### config.mk
export PLATFORM = sky130hd
export DESIGN_NAME = periodic_task_scheduler
export DESIGN_NICKNAME = d
export VERILOG_FILES = /design/src/sv/pts_pkg.sv /design/src/sv/pts_ms_conv.sv /design/src/sv/periodic_task_scheduler.sv
export SDC_FILE = /design/constraint.sdc
export NUM_CORES = 1
export LEC_CHECK = 0
export BUFFER_PORTS_ARGS = -buffer_cell sky130_fd_sc_hd__buf_2
export CAP_MARGIN = 20
export CORE_MARGIN = 1
export CORE_UTILIZATION = 25
export DETAILED_ROUTE_END_ITERATION = 10
export HOLD_SLACK_MARGIN = 0.12
export PLACE_DENSITY = 0.51
export SLEW_MARGIN = 10
export SYNTH_ARGS = -nofsm -noshare
export SYNTH_HDL_FRONTEND = slang
export SYNTH_SLANG_ARGS = --single-unit
### constraint.sdc
create_clock -name clk -period 7.54 [get_ports clk]
set_clock_uncertainty 0.15 [all_clocks]
set_input_delay 0 -clock clk [delete_from_list [all_inputs] [get_ports clk]]
set_output_delay 0 -clock clk [all_outputs]
set_load 0.005 [all_outputs]
### src/sv/pts_pkg.sv
// shared constants, types and command codes of the periodic task scheduler
package pts_pkg;

    localparam int NUM_TASKS_DEF = 8;
    localparam int MAX_RESULTS   = 8;

    localparam int COUNT_W  = 4;
    localparam int INDEX_W  = 3;
    localparam int PERIOD_W = 16;
    localparam int TIME_W   = 32;
    localparam int DUE_W    = 23;

    // floor(x / 1000) = (x * ceil(2^38 / 1000)) >> 38 for every 32-bit x
    localparam int MS_DIVISOR  = 1000;
    localparam int RECIP_SHIFT = 38;
    localparam int RECIP_W     = 29;
    localparam int PROD_W      = TIME_W + RECIP_W;
    localparam logic [RECIP_W-1:0] MS_RECIP =
        RECIP_W'(((64'd1 << RECIP_SHIFT) + 64'(MS_DIVISOR) - 64'd1) / 64'(MS_DIVISOR));

    typedef enum logic [1:0] {
        CMD_TICK   = 2'd0,
        CMD_LOAD   = 2'd1,
        CMD_SET_EN = 2'd2,
        CMD_QUERY  = 2'd3
    } cmd_t;

    typedef struct packed {
        logic [PERIOD_W-1:0] period;
        logic [DUE_W-1:0]    due;
    } entry_t;

endpackage

### src/sv/pts_ms_conv.sv
// microsecond to millisecond conversion by registered reciprocal multiply
module pts_ms_conv
(
    input  logic                       clk,
    input  logic                       load,
    input  logic                       calc,
    input  logic [pts_pkg::TIME_W-1:0] time_us,
    output logic [pts_pkg::DUE_W-1:0]  now_ms
);

    logic [pts_pkg::TIME_W-1:0] time_reg;
    logic [pts_pkg::DUE_W-1:0]  now_reg;
    logic [pts_pkg::PROD_W-1:0] prod;

    assign prod   = pts_pkg::PROD_W'(time_reg) * pts_pkg::PROD_W'(pts_pkg::MS_RECIP);
    assign now_ms = now_reg;

    always_ff @(posedge clk)
    begin
        if (load)
        begin
            time_reg <= time_us;
        end
        if (calc)
        begin
            now_reg <= prod[pts_pkg::RECIP_SHIFT +: pts_pkg::DUE_W];
        end
    end

endmodule

### src/sv/periodic_task_scheduler.sv
// periodic task scheduler top level
// Keeps up to NUM_TASKS periodic tasks (period, enable, next-due time in ms) in a
// single-port task memory with registered reads plus per-task enable and
// due-valid flip-flops. A tick converts its microsecond time to ms, then walks
// the tasks in use one by one (memory read, then check and write-back), firing
// every enabled task that is due, up to MAX_RESULTS per tick, and emitting one
// transaction per fired task, or one empty transaction. Load, set-enable and
// query emit one transaction each.
// One command is worked on at a time; the next is taken as soon as its final
// transaction is pushed, even while that result still waits in the output register,
// and output back-pressure only stalls the walk when a second result has to leave.
module periodic_task_scheduler
#(
    parameter int NUM_TASKS = pts_pkg::NUM_TASKS_DEF
)
(
    input  logic                         clk,
    input  logic                         rst_n,

    input  logic                         cfg_valid,
    output logic                         cfg_ready,
    input  logic [pts_pkg::COUNT_W-1:0]  cfg_data,

    input  logic                         in_valid,
    output logic                         in_ready,
    input  logic [1:0]                   cmd,
    input  logic [pts_pkg::INDEX_W-1:0]  task_index,
    input  logic [pts_pkg::PERIOD_W-1:0] period_ms,
    input  logic                         enable_value,
    input  logic [pts_pkg::TIME_W-1:0]   time_us,

    output logic                         out_valid,
    input  logic                         out_ready,
    output logic                         fired,
    output logic [pts_pkg::INDEX_W-1:0]  fired_index,
    output logic                         found,
    output logic                         enable_out,
    output logic [pts_pkg::PERIOD_W-1:0] period_out,
    output logic                         last
);

    localparam int AW = (NUM_TASKS > 1) ? $clog2(NUM_TASKS) : 1;

    typedef enum logic [2:0] {
        S_IDLE,
        S_CONV,
        S_RD,
        S_CHK,
        S_END,
        S_RESP
    } state_t;

    state_t                         state_reg;
    logic [pts_pkg::COUNT_W-1:0]    count_reg;
    pts_pkg::cmd_t                  cmd_reg;
    logic [pts_pkg::INDEX_W-1:0]    idx_reg;
    logic                           found_reg;
    logic [NUM_TASKS-1:0]           en_reg;
    logic [NUM_TASKS-1:0]           dv_reg;
    logic [pts_pkg::COUNT_W-1:0]    i_reg;
    logic [pts_pkg::COUNT_W-1:0]    n_reg;
    logic                           hold_vld_reg;
    logic [pts_pkg::INDEX_W-1:0]    hold_idx_reg;

    logic                           out_valid_reg;
    logic                           fired_reg;
    logic [pts_pkg::INDEX_W-1:0]    fired_index_reg;
    logic                           found_out_reg;
    logic                           enable_out_reg;
    logic [pts_pkg::PERIOD_W-1:0]   period_out_reg;
    logic                           last_reg;

    pts_pkg::entry_t                mem [NUM_TASKS];
    pts_pkg::entry_t                rd_reg;

    pts_pkg::cmd_t                  cmd_in;
    logic                           in_acc;
    logic [pts_pkg::COUNT_W-1:0]    in_use;
    logic                           idx_in_table;
    logic                           idx_in_use;
    logic [AW-1:0]                  idx_addr;
    logic [AW-1:0]                  walk_addr;
    logic [AW-1:0]                  resp_addr;
    logic [pts_pkg::DUE_W-1:0]      now_ms;
    logic [pts_pkg::DUE_W-1:0]      due_cur;
    logic                           fire;
    logic                           out_free;
    logic                           chk_go;
    logic                           walk_done;

    logic                           mem_we;
    logic                           mem_re;
    logic [AW-1:0]                  mem_waddr;
    logic [AW-1:0]                  mem_raddr;
    pts_pkg::entry_t                mem_wdata;

    logic                           res_push;
    logic                           res_fired;
    logic [pts_pkg::INDEX_W-1:0]    res_idx;
    logic                           res_found;
    logic                           res_en;
    logic [pts_pkg::PERIOD_W-1:0]   res_period;
    logic                           res_last;

    assign cfg_ready   = 1'b1;
    assign in_ready    = (state_reg == S_IDLE);
    assign in_acc      = in_valid && in_ready;
    assign cmd_in      = pts_pkg::cmd_t'(cmd);

    assign out_valid   = out_valid_reg;
    assign fired       = fired_reg;
    assign fired_index = fired_index_reg;
    assign found       = found_out_reg;
    assign enable_out  = enable_out_reg;
    assign period_out  = period_out_reg;
    assign last        = last_reg;

    // tasks in use is min(task_count, NUM_TASKS)
    assign in_use = (int'(count_reg) < NUM_TASKS) ? count_reg
                                                  : pts_pkg::COUNT_W'(NUM_TASKS);

    assign idx_in_table = int'(task_index) < NUM_TASKS;
    assign idx_in_use   = {1'b0, task_index} < in_use;
    assign idx_addr     = AW'(task_index);
    assign walk_addr    = AW'(i_reg);
    assign resp_addr    = AW'(idx_reg);

    assign due_cur   = dv_reg[walk_addr] ? rd_reg.due : '0;
    assign fire      = en_reg[walk_addr] && (now_ms >= due_cur);
    assign out_free  = !out_valid_reg || out_ready;
    assign chk_go    = (state_reg == S_CHK) && !(fire && hold_vld_reg && !out_free);
    assign walk_done = ((i_reg + 4'd1) == in_use) ||
                       (fire && ((n_reg + 4'd1) == pts_pkg::COUNT_W'(pts_pkg::MAX_RESULTS)));

    pts_ms_conv u_conv
    (
        .clk     (clk),
        .load    (in_acc && (cmd_in == pts_pkg::CMD_TICK)),
        .calc    (state_reg == S_CONV),
        .time_us (time_us),
        .now_ms  (now_ms)
    );

    // task memory: load writes from the input, the walk writes back the new due time
    always_comb
    begin
        mem_we    = (in_acc && (cmd_in == pts_pkg::CMD_LOAD) && idx_in_table) ||
                    (chk_go && fire);
        mem_re    = (in_acc && (cmd_in == pts_pkg::CMD_QUERY) && idx_in_table) ||
                    (state_reg == S_RD);
        mem_waddr = (state_reg == S_IDLE) ? idx_addr : walk_addr;
        mem_raddr = (state_reg == S_IDLE) ? idx_addr : walk_addr;
        if (state_reg == S_IDLE)
        begin
            mem_wdata.period = period_ms;
            mem_wdata.due    = '0;
        end
        else
        begin
            mem_wdata.period = rd_reg.period;
            mem_wdata.due    = now_ms + pts_pkg::DUE_W'(rd_reg.period);
        end
    end

    always_ff @(posedge clk)
    begin
        if (mem_we)
        begin
            mem[mem_waddr] <= mem_wdata;
        end
        if (mem_re)
        begin
            rd_reg <= mem[mem_raddr];
        end
    end

    // result transaction to the output register
    always_comb
    begin
        res_push   = 1'b0;
        res_fired  = 1'b0;
        res_idx    = '0;
        res_found  = 1'b0;
        res_en     = 1'b0;
        res_period = '0;
        res_last   = 1'b0;
        unique case (state_reg)
            S_CHK:
            begin
                if (chk_go && fire && hold_vld_reg)
                begin
                    res_push  = 1'b1;
                    res_fired = 1'b1;
                    res_idx   = hold_idx_reg;
                end
            end
            S_END:
            begin
                if (out_free)
                begin
                    res_push  = 1'b1;
                    res_fired = hold_vld_reg;
                    res_idx   = hold_vld_reg ? hold_idx_reg : '0;
                    res_last  = 1'b1;
                end
            end
            S_RESP:
            begin
                if (out_free)
                begin
                    res_push = 1'b1;
                    res_last = 1'b1;
                    if (cmd_reg == pts_pkg::CMD_SET_EN)
                    begin
                        res_found = found_reg;
                    end
                    if (cmd_reg == pts_pkg::CMD_QUERY)
                    begin
                        res_idx    = idx_reg;
                        res_found  = found_reg;
                        res_en     = found_reg ? en_reg[resp_addr] : 1'b0;
                        res_period = found_reg ? rd_reg.period : '0;
                    end
                end
            end
            default:
            begin
                res_push = 1'b0;
            end
        endcase
    end

    always_ff @(posedge clk or negedge rst_n)
    begin
        if (!rst_n)
        begin
            state_reg       <= S_IDLE;
            count_reg       <= '0;
            cmd_reg         <= pts_pkg::CMD_TICK;
            idx_reg         <= '0;
            found_reg       <= 1'b0;
            en_reg          <= '0;
            dv_reg          <= '0;
            i_reg           <= '0;
            n_reg           <= '0;
            hold_vld_reg    <= 1'b0;
            hold_idx_reg    <= '0;
            out_valid_reg   <= 1'b0;
            fired_reg       <= 1'b0;
            fired_index_reg <= '0;
            found_out_reg   <= 1'b0;
            enable_out_reg  <= 1'b0;
            period_out_reg  <= '0;
            last_reg        <= 1'b0;
        end
        else
        begin
            if (cfg_valid && cfg_ready)
            begin
                count_reg <= cfg_data;
            end

            if (res_push)
            begin
                out_valid_reg   <= 1'b1;
                fired_reg       <= res_fired;
                fired_index_reg <= res_idx;
                found_out_reg   <= res_found;
                enable_out_reg  <= res_en;
                period_out_reg  <= res_period;
                last_reg        <= res_last;
            end
            else if (out_valid_reg && out_ready)
            begin
                out_valid_reg <= 1'b0;
            end

            unique case (state_reg)
                S_IDLE:
                begin
                    if (in_acc)
                    begin
                        cmd_reg   <= cmd_in;
                        idx_reg   <= task_index;
                        found_reg <= idx_in_use;
                        unique case (cmd_in)
                            pts_pkg::CMD_TICK:
                            begin
                                state_reg <= S_CONV;
                            end
                            pts_pkg::CMD_LOAD:
                            begin
                                if (idx_in_table)
                                begin
                                    en_reg[idx_addr] <= enable_value;
                                    dv_reg[idx_addr] <= 1'b1;
                                end
                                state_reg <= S_RESP;
                            end
                            pts_pkg::CMD_SET_EN:
                            begin
                                if (idx_in_use)
                                begin
                                    en_reg[idx_addr] <= enable_value;
                                end
                                state_reg <= S_RESP;
                            end
                            pts_pkg::CMD_QUERY:
                            begin
                                state_reg <= S_RESP;
                            end
                            default:
                            begin
                                state_reg <= S_RESP;
                            end
                        endcase
                    end
                end
                S_CONV:
                begin
                    i_reg        <= '0;
                    n_reg        <= '0;
                    hold_vld_reg <= 1'b0;
                    state_reg    <= (in_use == '0) ? S_END : S_RD;
                end
                S_RD:
                begin
                    state_reg <= S_CHK;
                end
                S_CHK:
                begin
                    if (chk_go)
                    begin
                        if (fire)
                        begin
                            dv_reg[walk_addr] <= 1'b1;
                            hold_idx_reg      <= i_reg[pts_pkg::INDEX_W-1:0];
                            hold_vld_reg      <= 1'b1;
                            n_reg             <= n_reg + 4'd1;
                        end
                        if (walk_done)
                        begin
                            state_reg <= S_END;
                        end
                        else
                        begin
                            i_reg     <= i_reg + 4'd1;
                            state_reg <= S_RD;
                        end
                    end
                end
                S_END:
                begin
                    if (out_free)
                    begin
                        state_reg <= S_IDLE;
                    end
                end
                S_RESP:
                begin
                    if (out_free)
                    begin
                        state_reg <= S_IDLE;
                    end
                end
                default:
                begin
                    state_reg <= S_IDLE;
                end
            endcase
        end
    end

    // one command in flight at a time
    a_single_item: assert property (@(posedge clk) disable iff (!rst_n)
        in_acc |=> !in_ready)
        else $error("input taken while a command is in flight");

    // a tick never reports more than the result limit
    a_fire_limit: assert property (@(posedge clk) disable iff (!rst_n)
        n_reg <= pts_pkg::COUNT_W'(pts_pkg::MAX_RESULTS))
        else $error("fire count beyond result limit");

    // the walk only reads tasks in use
    a_walk_range: assert property (@(posedge clk) disable iff (!rst_n)
        (state_reg == S_RD) |-> (i_reg < in_use))
        else $error("walk index beyond tasks in use");

    // the final transaction of a command returns the block to idle
    a_last_idle: assert property (@(posedge clk) disable iff (!rst_n)
        (res_push && res_last) |=> (state_reg == S_IDLE))
        else $error("final transaction not followed by idle");

    // a non-final transaction only comes from a tick that fired a task
    a_mid_fired: assert property (@(posedge clk) disable iff (!rst_n)
        (res_push && !res_last) |-> (res_fired && fire && hold_vld_reg))
        else $error("non-final transaction without a fired task");

endmodule
* Word level (Yosys, flattened, before mapping)
Memory sizes are Yosys's and may differ from the RTL's. A register that Yosys moved wholly into a read port is not among the register bits. Cells that the tools add are included.
Storage, ports and cells: register bits after elaboration 120, memory bits (writable) 312, input bits 63, output and inout port bits 26, word-level logic and storage cells 157, memories 1
Memories:
- mem | words 8, width 39, read ports 1, clocked after Yosys merged registers in 1, write ports 1, line periodic_task_scheduler.sv:73 | pts_pkg::entry_t mem [NUM_TASKS];
Operators by class: $add $sub $neg 3, multipliers 1, order comparisons 8, eq/ne operators 19, multiplexer cells 66, bitwise logic cells 2, reduce and logical (&&, ||, !) cells 37
Operator list (number):
- 16-bit 2-to-1 mux | 4
- 32-bit by 29-bit multiplier with 61-bit output (second input constant) | 1
- 8-bit 2-to-1 mux | 5
- 39-bit 2-to-1 mux | 1
- 3-bit 2-to-1 mux | 11
- 8-bit one-hot mux with 2 select lines | 2
- 23-bit by 16-bit adder with 23-bit output | 1
- 23-bit >= comparator | 1
- 1-bit 2-to-1 mux | 23
- 23-bit 2-to-1 mux | 1
- 4-bit 2-to-1 mux | 5
- 8-bit OR | 2
- 4-bit one-hot mux with 2 select lines | 2
- 3-bit one-hot mux with 5 select lines | 1
- 1-bit logical AND | 14
- 3-bit by 4-bit less-than comparator with 1-bit output (second input constant) | 3
- 3-bit AND reduction | 4
- 1-bit binary-select mux with 3-bit select | 3
- 3-bit one-hot mux with 3 select lines | 1
- 4-bit by 1-bit adder with 4-bit output (second input constant) | 2
- 8-bit bitwise mux | 1
- 2-bit == test (second input constant) | 4
- 2-bit != test (second input constant) | 4
- 2-bit nonzero test | 4
- 23 further kinds | 36

* Depth between registers and ports, before layout
depth after elaboration 14, gate-level depth with buffers 24, depth with buffers taken out 24

* Hierarchy
From an unflattened synthesis, not the netlist that was laid out.
Unflattened totals: cells, all modules 2755, area, all modules 33814.9 µm²
By module, submodules not included:
- periodic_task_scheduler | times used 1, cells each 1148, area an instance 17302.8 µm², seq. area each 12166.7 µm²
- pts_ms_conv | times used 1, cells each 1607, area an instance 16512.1 µm², seq. area each 1651.6 µm²

* Worst setup path before layout
No wires, ideal clock.
path type register to register, from reg u_conv.time_reg[17] (netlist name), to reg u_conv.now_reg, in the netlist u_conv.now_ms[22] (data pin), setup time 261 ps, arrival time 6229 ps, data required time 7129 ps, setup slack 900 ps, stages on the path, launching flop included 23, buffers on the path 0, clock period less this slack 6640 ps, cell sequence edfxtp_1 -> ha_1 -> fa_1 -> fa_1 -> inv_1 -> fa_1 -> inv_1 -> fa_1 -> fa_1 -> fa_1 -> inv_1 -> fa_1 -> inv_1 -> ha_1 -> a21oi_2 -> o211ai_1 -> a211oi_1 -> o211ai_2 -> o211ai_2 -> o211ai_2 -> a21oi_2 -> o21ai_2 -> a311o_1
Between the ends: longest elaborated chain between the ends 1
Ends and longest elaborated chain:
- start: declaration | line pts_ms_conv.sv:11 | logic [pts_pkg::TIME_W-1:0] time_reg;
- start signal: assignment | line pts_ms_conv.sv:22 | time_reg <= time_us;
- 32-bit by 29-bit multiplier with 61-bit output | line pts_ms_conv.sv:15 | assign prod = pts_pkg::PROD_W'(time_reg) * pts_pkg::PROD_W'(pts_pkg::MS_RECIP);
- named net u_conv.prod, one bit | line pts_ms_conv.sv:13 | logic [pts_pkg::PROD_W-1:0] prod;
- end signal: assignment | line pts_ms_conv.sv:26 | now_reg <= prod[pts_pkg::RECIP_SHIFT +: pts_pkg::DUE_W];
- end: declaration | line pts_ms_conv.sv:12 | logic [pts_pkg::DUE_W-1:0] now_reg;
The timed path passes the listed nets, and every way through them passes these cells. A chain may end at the register's enable or synchronous reset.

* Final worst setup path
from reg u_conv.time_reg[8] (netlist name), to reg u_conv.now_reg, in the netlist u_conv.now_ms[11] (data pin)
Same word-level chain as after synthesis.

==> out/qor.yml <==
status: "finished clean"
ant_nets: 0
setup_ws_ps: 343.4
dieArea_um2: 134800
maxUsedRoutingLayer: "met4"
cts_buffers: 55
layout-drive-gt1-share_pct: 10.06
antenna_found_initial: 1
hold_viol: 0
cts_num_sinks: 471
rrSetupSlack_ps: 340
syn_area_um2: 33340
synth_edf_count: 406
die_w_um: 367.2
area_growth_syn_to_layout_pct: 17.91
critical_path_arrival_ps: 7540
largest_reg_flops: 312
htree_levels: 2
critPathMaxFanout: 9
slew-limit-headroom_pct: 25.76
ys_seq_area_share_pct: 41.45
gp_congestion: 0.8516
synth_top_area_share_pct: 36.57
synthCells: 2726
ioPinCount: 89
dp_hpwl_um: 66240
drv_cap: 0
yosys.area.top_type: "edfxtp_1"
core_area_um2: 132000
fp-row-count: 133
setup_viol: 0
cts_buffer_depth: 3
async_flop_share_pct: 13.80
grt_pass1_wl_um: 140100
cts_root_buf: "clkbuf_16"
antenna_cells: 0
grt_use_total_pct: 13.68
rsz0062_at_grt: "false"
cts_tree: "built"
syn-num-nets: 3520
ys_seq_elements: 471
fin_crit_ps: 7197
drt_iter0_drc: 1321
finish.utilization_pct: 29.79
synth.distinct_cells: 82
grt_start_max_net_pins: 66
met3_length_um: 3894
design_area_um2: 39310
tns_ps: 0
initial_core_util_pct: 25.26
synth.avg_cell_area_um2: 12.23
required_ps: 7890
hold_class: "in -> reg"
ys.flop_type: "edfxtp_1"
clk_latency_ps: 670
pre_cts_ws_ps: 40.08
yosys-top-cells-area: "edfxtp_1 37%, fa_1 18%, ha_1 16%, inv_1 6.1%, dfrtp_1 4.9%"
finalMaxSlewViolations: 0
drc: 0
drt-total-wl_um: 91760
routed_via_density: 4.460
fmax_ghz: 0.1390
grt-ovfl-total: 0
ys_warn_count: 0
routedLengthMet1_um: 42230
worstSetupPathType: "reg -> reg"
nets: 3782
n_fill_cell: 13464
detail_route.wl_per_cell_um: 19.17
fin_crit_sh_pct: 95.45
drtPass1Iterations: 5
clkSlewWorstSetupHoldPaths_ps: 60
dpl_cell_area_um2: 36250
grt_pass1_vias: 22521
portBuffers: 87
startpoint_type: "flop"
worstMarginPinSlew_ps: 1114
dr_wl_met2_um: 43620
die_h_um: 367.2
num_vias: 21344
worst_setup_path_end_kind: "flop"
cell usage after synthesis (all sizes together) (12+ instances only):
library cell	n
a21o	37
a21oi	76
a221oi	26
a22o	47
a22oi	91
and2	12
and3	16
buf	34
clkbuf	30
dfrtp	65
edfxtp	406
fa	299
ha	432
inv	545
mux2	18
nand2	173
nand2b	13
nand3	51
nand4	19
nor2	74
nor2b	12
nor3	23
o211ai	16
o21ai	43
o21bai	12
xnor2	22
xor2	18
cell type report:
class	count	area [um^2]	share of cell area, %
Inverter	546	2051	5.217
Clock inverter	39	389.1	0.9899
Clock buffer	61	1399	3.559
Timing Repair Buffer	269	2125	5.405
Tap cell	1755	2196	5.586
Multi-Input combinational cell	1645	17330	44.09
Sequential cell	471	13820	35.15
cell usage in the layout (no fill, tap or decap), types with 8 or more instances in the layout:
cell type	instances
nor3_1	20
buf_4	62
ha_1	432
nor2_1	62
a22o_1	47
o211ai_1	13
or3_1	9
o21ai_0	38
a22oi_1	91
nand2_1	173
nand3_1	51
mux2_2	18
clkinv_1	8
and2_1	9
a222oi_1	8
o21bai_1	12
xor2_1	18
inv_1	545
edfxtp_1	406
and3_1	16
clkbuf_16	55
dlygate4sd3_1	120
a21o_1	37
dfrtp_1	65
fa_1	299
a221oi_1	25
buf_2	86
nand4_1	18
clkinv_2	13
a31oi_1	9
nor2_4	10
nand2b_1	12
nor2b_1	11
a21oi_1	71
xnor2_1	22
path summary, 6_finish.rpt:
check	from	end	cells past startpoint
setup / recovery	u_conv.time_reg[8]	u_conv.now_ms[11]	25
hold / removal	out_ready	out_valid	4
setup reg to reg	u_conv.time_reg[8]	u_conv.now_ms[11]	25
hold reg to reg	dv_reg[4]	dv_reg[4]	1
max in group asynchronous	rst_n	count_reg[3]	4
min in group asynchronous	rst_n	period_out[9]	4
per-stage QoR:
stage	cells	hold slack [ps]
4_1_cts	4785	125.3
3_5_place_dp	4564	28.42
6_report	4786	180.6
3_3_place_gp	4564	27.08
2_1_floorplan	2726	-445.6
5_1_grt	4786	200.5
per-layer routing:
metal | vias up | global-route usage (%)
li1 | 10003 | -
met4 | 0 | 3.518
met5 | - | 0
met1 | 10815 | 18.56
met3 | 97 | 1.787
met2 | 429 | 22.86
worst max-delay path: stages (launching register included):
cell and delay (ps):
edfxtp_1 430, buf_4 220, ha_1 350, ha_1 200, inv_1 70, fa_1 430, fa_1 560, inv_1 80
fa_1 490, inv_1 50, fa_1 480, inv_1 50, fa_1 550, inv_1 80, fa_1 510, inv_1 50
ha_1 330, nand4_1 180, nor4_2 350, o2111ai_2 230, a2111oi_4 290, nor3_1 100, buf_4 160, o221a_4 250
or2_1 230, a31oi_1 190
repair_timing:
item | in CTS | in global routing
hold buffers | 121 | 0
gates resized for setup | 0 | 4
endpoints found under the setup margin | 0 | 5
endpoints found under the hold margin | 297 | 0
setup buffers | 0 | 1
cell families (layout without fill, tap and decap cells):
| group | after synthesis | in the layout | synth area share (%) |
|---|---|---|---|
| AOI/OAI and AO/OA | 420 | 420 | 9.247 |
| and+or+nand+nor | 427 | 427 | 6.020 |
| buffers and inverters | 610 | 915 | 6.984 |
| adders and majority gates | 731 | 731 | 34.17 |
| xor gates and xnor gates | 40 | 40 | 1.051 |
| other | 1 | 1 | 0.01125 |
| DFF | 471 | 471 | 41.45 |
| muxes | 26 | 26 | 1.073 |
Power is left out: the tool's default activity adds up to more than one toggle a clock period on the data nets, which glitch-free logic cannot reach.
